**config.mk**
```make
export PLATFORM = sky130hd
export DESIGN_NAME = gbts_ctrl
export DESIGN_NICKNAME = d
export VERILOG_FILES = /design/src/rtl/gbts_pkg.sv /design/src/rtl/gbts_ctrl.sv
export SDC_FILE = /design/constraint.sdc
export NUM_CORES = 1
export LEC_CHECK = 0
export ABC_AREA = 1
export ABC_CLOCK_PERIOD_IN_PS = 4500
export BUFFER_PORTS_ARGS = -buffer_cell sky130_fd_sc_hd__clkbuf_2
export CAP_MARGIN = 15
export CELL_PAD_IN_SITES_DETAIL_PLACEMENT = 1
export CELL_PAD_IN_SITES_GLOBAL_PLACEMENT = 1
export CORE_MARGIN = 3
export CORE_UTILIZATION = 45
export CTS_BUF_LIST = sky130_fd_sc_hd__clkbuf_8
export DETAILED_ROUTE_END_ITERATION = 7
export PLACE_DENSITY_LB_ADDON = 0.1
export SKIP_CTS_REPAIR_TIMING = 1
export SLEW_MARGIN = 20
export SYNTH_ARGS = -nofsm -noshare
export SYNTH_HDL_FRONTEND = slang
export SYNTH_SLANG_ARGS = --single-unit
```
**constraint.sdc**
```tcl
create_clock -name clk -period 4.5 [get_ports clk]
set_input_delay 0.9 -clock clk [delete_from_list [all_inputs] [get_ports clk]]
set_output_delay 0.9 -clock clk [all_outputs]
set_load 0.02 [all_outputs]
```
**src/rtl/gbts_pkg.sv**
```systemverilog
// ----------------------------------------------------------------------------
// gbts_pkg
// Shared widths, operation codes and status codes for the gap buffer store.
// ----------------------------------------------------------------------------
package gbts_pkg;

  localparam int CAPACITY_DEF = 4096;

  localparam int DATA_W   = 8;
  localparam int FIELD_W  = 13;
  localparam int KIND_W   = 3;
  localparam int STATUS_W = 2;

  localparam logic [KIND_W-1:0] KIND_INSERT     = 3'd0;
  localparam logic [KIND_W-1:0] KIND_DEL_BEFORE = 3'd1;
  localparam logic [KIND_W-1:0] KIND_DEL_AFTER  = 3'd2;
  localparam logic [KIND_W-1:0] KIND_MOVE       = 3'd3;
  localparam logic [KIND_W-1:0] KIND_READ       = 3'd4;

  localparam logic [STATUS_W-1:0] STATUS_OK     = 2'd0;
  localparam logic [STATUS_W-1:0] STATUS_FULL   = 2'd1;
  localparam logic [STATUS_W-1:0] STATUS_EMPTY  = 2'd2;
  localparam logic [STATUS_W-1:0] STATUS_RANGE  = 2'd3;

endpackage

```
**src/rtl/gbts_ctrl.sv**
```systemverilog
// ----------------------------------------------------------------------------
// gbts_ctrl
// Operation sequencer: gap pointers, text length, byte-by-byte gap shifting
// through the store, and the registered result.
// ----------------------------------------------------------------------------
module gbts_ctrl #(
  parameter int CAPACITY = gbts_pkg::CAPACITY_DEF,
  parameter int AW       = $clog2(CAPACITY)
) (
  input  logic                          clk,
  input  logic                          rst,
  input  logic                          in_valid,
  output logic                          in_ready,
  input  logic [gbts_pkg::KIND_W-1:0]   kind,
  input  logic [gbts_pkg::FIELD_W-1:0]  pos,
  input  logic [gbts_pkg::DATA_W-1:0]   ch,
  output logic                          out_valid,
  input  logic                          out_ready,
  output logic [gbts_pkg::STATUS_W-1:0] status,
  output logic [gbts_pkg::DATA_W-1:0]   ch_out,
  output logic [gbts_pkg::FIELD_W-1:0]  text_length,
  output logic [gbts_pkg::FIELD_W-1:0]  cursor,
  output logic                          mem_we,
  output logic [AW-1:0]                 mem_waddr,
  output logic [gbts_pkg::DATA_W-1:0]   mem_wdata,
  output logic                          mem_re,
  output logic [AW-1:0]                 mem_raddr,
  input  logic [gbts_pkg::DATA_W-1:0]   mem_rdata
);
  import gbts_pkg::*;

  localparam int PW = $clog2(CAPACITY + 1);
  localparam int CW = (PW > FIELD_W) ? PW : FIELD_W;

  typedef enum logic [1:0] {
    ST_IDLE,
    ST_EXEC,
    ST_MOVE,
    ST_READ
  } state_t;

  state_t              state;
  logic [KIND_W-1:0]   kind_q;
  logic [FIELD_W-1:0]  pos_q;
  logic [DATA_W-1:0]   ch_q;
  logic [PW-1:0]       gap_first;
  logic [PW-1:0]       gap_past;
  logic [PW-1:0]       text_len;
  logic                wr_pend;
  logic [AW-1:0]       wr_addr;

  logic [CW-1:0]       pos_w;
  logic [CW-1:0]       gf_w;
  logic [CW-1:0]       gp_w;
  logic [CW-1:0]       len_w;
  logic [CW-1:0]       rd_addr_w;
  logic [PW-1:0]       gf_dec;
  logic [PW-1:0]       gf_inc;
  logic [PW-1:0]       gp_dec;
  logic [PW-1:0]       gp_inc;
  logic [PW-1:0]       len_dec;
  logic [PW-1:0]       len_inc;
  logic                out_free;
  logic                at_target;
  logic                move_left;
  logic                is_full;

  function automatic logic [FIELD_W-1:0] to_field(input logic [CW-1:0] v);
    return v[FIELD_W-1:0];
  endfunction

  assign pos_w     = CW'(pos_q);
  assign gf_w      = CW'(gap_first);
  assign gp_w      = CW'(gap_past);
  assign len_w     = CW'(text_len);
  assign gf_dec    = PW'(gap_first - 1'b1);
  assign gf_inc    = PW'(gap_first + 1'b1);
  assign gp_dec    = PW'(gap_past - 1'b1);
  assign gp_inc    = PW'(gap_past + 1'b1);
  assign len_dec   = PW'(text_len - 1'b1);
  assign len_inc   = PW'(text_len + 1'b1);
  assign out_free  = !out_valid || out_ready;
  assign at_target = (gf_w == pos_w);
  assign move_left = (gf_w > pos_w);
  assign is_full   = (text_len == PW'(CAPACITY));
  assign rd_addr_w = (pos_w < gf_w) ? pos_w : CW'(pos_w + gp_w - gf_w);

  assign in_ready = (state == ST_IDLE);

  always_comb begin
    mem_re    = 1'b0;
    mem_raddr = rd_addr_w[AW-1:0];
    if (state == ST_MOVE) begin
      mem_re    = !at_target;
      mem_raddr = move_left ? gf_dec[AW-1:0] : gap_past[AW-1:0];
    end else if (state == ST_EXEC) begin
      mem_re = (kind_q == KIND_READ) && (pos_w < len_w) && out_free;
    end
  end

  always_comb begin
    mem_we    = wr_pend;
    mem_waddr = wr_addr;
    mem_wdata = mem_rdata;
    if (!wr_pend) begin
      mem_we    = (state == ST_EXEC) && (kind_q == KIND_INSERT) && !is_full && out_free;
      mem_waddr = gap_first[AW-1:0];
      mem_wdata = ch_q;
    end
  end

  always_ff @(posedge clk) begin
    if (rst) begin
      state     <= ST_IDLE;
      gap_first <= '0;
      gap_past  <= PW'(CAPACITY);
      text_len  <= '0;
      wr_pend   <= 1'b0;
      out_valid <= 1'b0;
    end else begin
      wr_pend <= 1'b0;
      if (out_valid && out_ready) begin
        out_valid <= 1'b0;
      end
      case (state)
        ST_IDLE: begin
          if (in_valid) begin
            kind_q <= kind;
            pos_q  <= pos;
            ch_q   <= ch;
            state  <= ST_EXEC;
          end
        end
        ST_EXEC: begin
          if (out_free) begin
            out_valid   <= 1'b1;
            status      <= STATUS_OK;
            ch_out      <= '0;
            text_length <= to_field(len_w);
            cursor      <= to_field(gf_w);
            state       <= ST_IDLE;
            case (kind_q)
              KIND_INSERT: begin
                if (is_full) begin
                  status <= STATUS_FULL;
                end else begin
                  gap_first   <= gf_inc;
                  text_len    <= len_inc;
                  text_length <= to_field(CW'(len_inc));
                  cursor      <= to_field(CW'(gf_inc));
                end
              end
              KIND_DEL_BEFORE: begin
                if (gap_first == '0) begin
                  status <= STATUS_EMPTY;
                end else begin
                  gap_first   <= gf_dec;
                  text_len    <= len_dec;
                  text_length <= to_field(CW'(len_dec));
                  cursor      <= to_field(CW'(gf_dec));
                end
              end
              KIND_DEL_AFTER: begin
                if (gap_past == PW'(CAPACITY)) begin
                  status <= STATUS_EMPTY;
                end else begin
                  gap_past    <= gp_inc;
                  text_len    <= len_dec;
                  text_length <= to_field(CW'(len_dec));
                end
              end
              KIND_MOVE: begin
                if (pos_w > len_w) begin
                  status <= STATUS_RANGE;
                end else begin
                  out_valid <= out_valid && !out_ready;
                  state     <= ST_MOVE;
                end
              end
              KIND_READ: begin
                if (pos_w >= len_w) begin
                  status <= STATUS_RANGE;
                end else begin
                  out_valid <= out_valid && !out_ready;
                  state     <= ST_READ;
                end
              end
              default: begin
              end
            endcase
          end
        end
        ST_MOVE: begin
          if (!at_target) begin
            // shift one byte across the gap; write it back next cycle
            wr_pend <= 1'b1;
            if (move_left) begin
              wr_addr   <= gp_dec[AW-1:0];
              gap_first <= gf_dec;
              gap_past  <= gp_dec;
            end else begin
              wr_addr   <= gap_first[AW-1:0];
              gap_first <= gf_inc;
              gap_past  <= gp_inc;
            end
          end else if (out_free) begin
            out_valid   <= 1'b1;
            status      <= STATUS_OK;
            ch_out      <= '0;
            text_length <= to_field(len_w);
            cursor      <= to_field(gf_w);
            state       <= ST_IDLE;
          end
        end
        ST_READ: begin
          if (out_free) begin
            out_valid   <= 1'b1;
            status      <= STATUS_OK;
            ch_out      <= mem_rdata;
            text_length <= to_field(len_w);
            cursor      <= to_field(gf_w);
            state       <= ST_IDLE;
          end
        end
        default: begin
          state <= ST_IDLE;
        end
      endcase
    end
  end

endmodule
```
* Word level (Yosys, flattened, before mapping)
Index checks and enable logic that the tools add are counted.
Word-level totals: output and inout bits 72, register bits after elaboration 115, input port bits 36
Operators by class: equal/unequal tests 17, bitwise gates (word level) 3, reduce and logical (&&, ||, !) cells 26, magnitude comparators 5, multiplexer cells 64, add/subtract/negate cells 8
Operators with widths (number):
- $mux 13 | 18
- $pmux 13 s3 | 3
- $pmux 13 s2 | 3
- $mux 12 | 5
- $add 13x1->13 const B | 3
- $sub 13x1->13 const B | 3
- $mux 8 | 4
- $eq 13x13->1 const B | 2
- $gt 13x13->1 | 2
- $lt 13x13->1 | 2
- $mux 2 | 13
- $pmux 8 s3 | 1
- $eq 13x13->1 | 1
- $ge 13x13->1 | 1
- $logic_not 13->1 | 1
- $add 12x12->12 | 1
- $ne 2x2->1 const B | 6
- $reduce_and 3->1 | 4
- $sub 12x12->12 | 1
- $mux 1 | 11
- $pmux 2 s5 | 1
- $pmux 2 s4 | 1
- $reduce_and 4->1 | 2
- $logic_and 1x1->1 | 7
- other kinds (20) | 27

* Logic depth before layout (Yosys ltp)
depth in word-level cells 6, gate-level depth with buffers 16, gate-level depth less buffers 14

* Least setup slack after synthesis
No wires, ideal clock.
path type register -> output, from register pos_q[1], to output mem_raddr[4], path buffers 0, setup slack 1115 ps, required time 3600 ps, cell stages (with the launch flop) 8, arrival time 2485 ps, path through edfxtp_1 > inv_1 > fa_1 > fa_1 > o21ai_0 > xor2_1 > nor2_1 > o31ai_1
Between the ends: cells in the longest elaborated chain, start to end 4, elaborated cells between the ends (all ways) 7
Ends and longest elaborated chain:
- from (decl) | line gbts_ctrl.sv:44 | logic [FIELD_W-1:0] pos_q;
- from (signal assigned) | line gbts_ctrl.sv:129 | pos_q <= pos;
- $add 12x12->12 | line gbts_ctrl.sv:86 | assign rd_addr_w = (pos_w < gf_w) ? pos_w : CW'(pos_w + gp_w - gf_w);
- $sub 12x12->12 | line gbts_ctrl.sv:86
- $mux 12 | line gbts_ctrl.sv:86
- $mux 12 (*) | line gbts_ctrl.sv:93 | if (state == ST_MOVE) begin
- to (decl) | line gbts_ctrl.sv:27 | output logic [AW-1:0] mem_raddr,
Every way passes the cells marked *; elsewhere a longest branch is shown, timed or not.

* Worst setup path after layout
from register gap_first[10], to output mem_raddr[11]
Between the ends: cells in the longest elaborated chain, start to end 3, elaborated cells between the ends (all ways) 7
Ends and longest elaborated chain:
- from (decl) | line gbts_ctrl.sv:46 | logic [PW-1:0] gap_first;
- from (signal assigned) | line gbts_ctrl.sv:147 | gap_first <= gf_inc;
- from (signal assigned) | line gbts_ctrl.sv:157 | gap_first <= gf_dec;
- from (signal assigned) | line gbts_ctrl.sv:199 | gap_first <= gf_dec;
- $sub 13x1->13 (tied with other cells) | line gbts_ctrl.sv:76 | assign gf_dec = PW'(gap_first - 1'b1);
- $mux 12, on equally long branches | line gbts_ctrl.sv:95, gbts_ctrl.sv:86
- $mux 12 (*) | line gbts_ctrl.sv:93
Marks and branches as above.

==> results.ini <==
[finish]
layout-drive-gt1-share = 0.190
area_growth_pct = 13.3
fin_nets = 1510
diodes = 0

[drt]
drt-initial-drc-count = 747
postRouteAntennaNets = 0
detail_route.first_pass.iterations = 6
drcViolationCount = 0
wire_per_inst_um = 20.6
wl_um = 35100
viasPerCell = 5.63
vias = 9586

[grt]
met3_usage = 0.0592
antenna_found_initial = 0
use_met2 = 0.518
grt_max_degree = 46
grt_usage = 0.314
busiest_layer = met2
grt-ovfl-total = 0
grt_pass1_wl_um = 54700
grt_pass1_vias = 9704
met1_usage = 0.412

[worst_setup_path]
r2r_slack_ps = 1200
required_ps = 3600
cp.arrival_ps = 3330
rr_worst_depth = 9
startpoint_type = flip-flop
path_max_fanout = 35
worstReg2RegEnd = text_length[10]$_DFFE_PP_
end_kind = output pin
r2r-start = gap_first[10]$_SDFFE_PP0P_
worst-setup-path-type = reg -> out

[sta]
tightest_slew_ps = 790
fin_crit_sh = 0.941
fmax_mhz = 236
finalSetupTns_ps = 0
skew_ps = 19.1
slew_viol_final = 0
rsz0062_at_grt = no
finalHoldViolations = 0
slew_headroom = 0.472
timing.final.ws_setup_ps = 265
setup_viol = 0
period_minus_slack_ps = 4230

[place]
hpwlAfterDp_um = 27000
pre_cts_ws_ps = 649
gp_congestion = 0.961
io_buffers = 107

[synth]
syn_nets = 1413
syn_area_um2 = 9460
synthFlopType = edfxtp_1
async_reset_ff_frac = 0
avgSynthCellArea_um2 = 7.16
synth_edf_count = 72
yosys.cell_types.count = 48
yosysWarnings = 0
seq_area_frac_synth = 0.320
synth_seq_cells = 115
netlist_instances = 1322

[floorplanning]
fp.dieH_um = 151
initial_core_util = 0.463
coreArea_um2 = 20400
die_area_um2 = 22800
num_rows = 52
die_x_um = 151
ios = 108

[pwr]
p_per_area_nw_per_um2 = 455
seq_power_share = 0.281
p_leak_uw = 0.00503
combPwrFrac = 0.464
sw_frac_of_total = 0.448
p_clk_frac = 0.256
power.switching_uw = 2190
internal-power_uw = 2690
ir_worst_vdd_mv = 0.236

[worst_hold_path]
hold_path.class = reg -> reg
hold-path-endpoint = gap_past[12]$_SDFFE_PP1P_
whs_path_depth = 2
hold_start = gap_past[12]$_SDFFE_PP1P_

[cts]
cts_tree = done
cts.clk_slew.worst_paths_ps = 90
numCtsBuffers = 17
clock_latency_ps = 480
clock_sinks = 115
cts-root-buf = clkbuf_8
htree_levels = 4
cts.path.max_buffers = 2

[run]
maxCapViolations = 0

[outcome]
status = completed

## synthesized netlist by cell type, types with 5 or more instances
library cell / count / area share
ha_1: 44 / 0.058
nor2_2: 14 / 0.0093
inv_1: 140 / 0.056
nand3_1: 103 / 0.054
nor2_4: 10 / 0.012
dfxtp_1: 43 / 0.091
nand3_2: 12 / 0.013
o211ai_1: 14 / 0.011
buf_6: 9 / 0.011
buf_4: 5 / 0.0040
buf_2: 23 / 0.012
inv_2: 30 / 0.012
o21ai_1: 28 / 0.015
a41oi_1: 7 / 0.0065
o21ai_0: 77 / 0.041
nor3_1: 16 / 0.0085
clkbuf_1: 16 / 0.0063
nand4_1: 29 / 0.019
o21bai_1: 8 / 0.0063
xor2_1: 38 / 0.035
a31oi_1: 7 / 0.0046
buf_1: 6 / 0.0024
nor2_1: 98 / 0.039
a21oi_1: 68 / 0.036
nand2_1: 345 / 0.14
edfxtp_1: 72 / 0.23
fa_1: 11 / 0.023
nand2_2: 5 / 0.0033
nand2_4: 8 / 0.0095
## stage by stage
step	instance area (µm²)	hold slack, ps	utilization	instances	power [µW]
after CTS	10700	546	0.524	1702	4870
final	10700	551	0.525	1702	4880
after global routing	10700	584	0.525	1702	5180
after detailed placement	10200	528	0.501	1670	3610
after global placement	10200	514	0.501	1670	3560
after floorplan	9460	487	-	1322	2960
## worst max path at each step
stage	slack [ps]	endpoint	startpoint	cells after the start
floorplan	1120	mem_raddr[4]	pos_q[1]$_DFFE_PP_	7
global placement	800	mem_raddr[8]	gap_past[3]$_SDFFE_PP0P_	13
detailed placement	650	mem_raddr[9]	gap_first[8]$_SDFFE_PP0P_	11
CTS	130	mem_raddr[9]	gap_first[8]$_SDFFE_PP0P_	11
global route	9	mem_raddr[11]	gap_past[2]$_SDFFE_PP0P_	15
finish	270	mem_raddr[11]	gap_first[10]$_SDFFE_PP0P_	12
## cells by family after synthesis
family / count (synthesis) / synth area share
DFF: 115 / 0.320
adders and majority gates: 55 / 0.0815
AOI/OAI and AO/OA: 223 / 0.134
and+or+nand+nor: 653 / 0.320
buffers and inverters: 234 / 0.105
xor gates and xnor gates: 42 / 0.0397
## per-layer routing
layer  routed length [µm]  vias up
met5                    0        -
met4                 1080        0
met3                 2250       65
met2                16500      304
met1                15200     4656
li1                     -     4561
## worst max-delay path, stage by stage (launching register included)
cell and delay (ps):
dfxtp_1 560, inv_2 160, ha_1 320, a21oi_1 170, o21ai_1 120, a21oi_4 360, nand2_4 200, buf_4 310
o21ai_0 240, inv_1 70, nand2_1 70, nand2_1 80, clkbuf_2 170
## state kept, by name (all words and copies together), names as in the netlist, 2 cells and up
register and flops:
pos_q 13, ch_out 8, gap_past 13, cursor 13
kind_q 3, wr_addr 12, len_w 13, ch_q 8
text_length 13, status 2, state 2, gap_first 13
## layout make-up
type,instances,area (µm²)
inverter,175,663
fill,2702,9710
timing repair buffer,137,761
clock buffer,17,234
clock inverter,15,251
sequential,115,3030
multi-input combinational,973,5450
tap,270,338
## cells in the final DEF (no fill, tap or decap), types with 12 or more instances in the layout
master / instances
nand2_1: 345
inv_1: 140
clkbuf_2: 107
nand3_1: 103
nor2_1: 97
o21ai_0: 76
edfxtp_1: 72
a21oi_1: 68
ha_1: 44
dfxtp_1: 40
xor2_1: 38
buf_4: 30
inv_2: 29
nand4_1: 29
o21ai_1: 29
clkbuf_8: 17
nor2_2: 15
nor3_1: 15
o211ai_1: 14
nand3_2: 12
## power by group through the flow
stage,logic [µW],registers [µW],clock network (µW)
2_1_floorplan,1610,1350,0
3_3_place_gp,2170,1390,0
3_5_place_dp,2220,1390,0
4_1_cts,2240,1370,1260
5_1_grt,2490,1390,1300
6_report,2260,1370,1250
No activity file was read; power rests on OpenSTA's default activity.
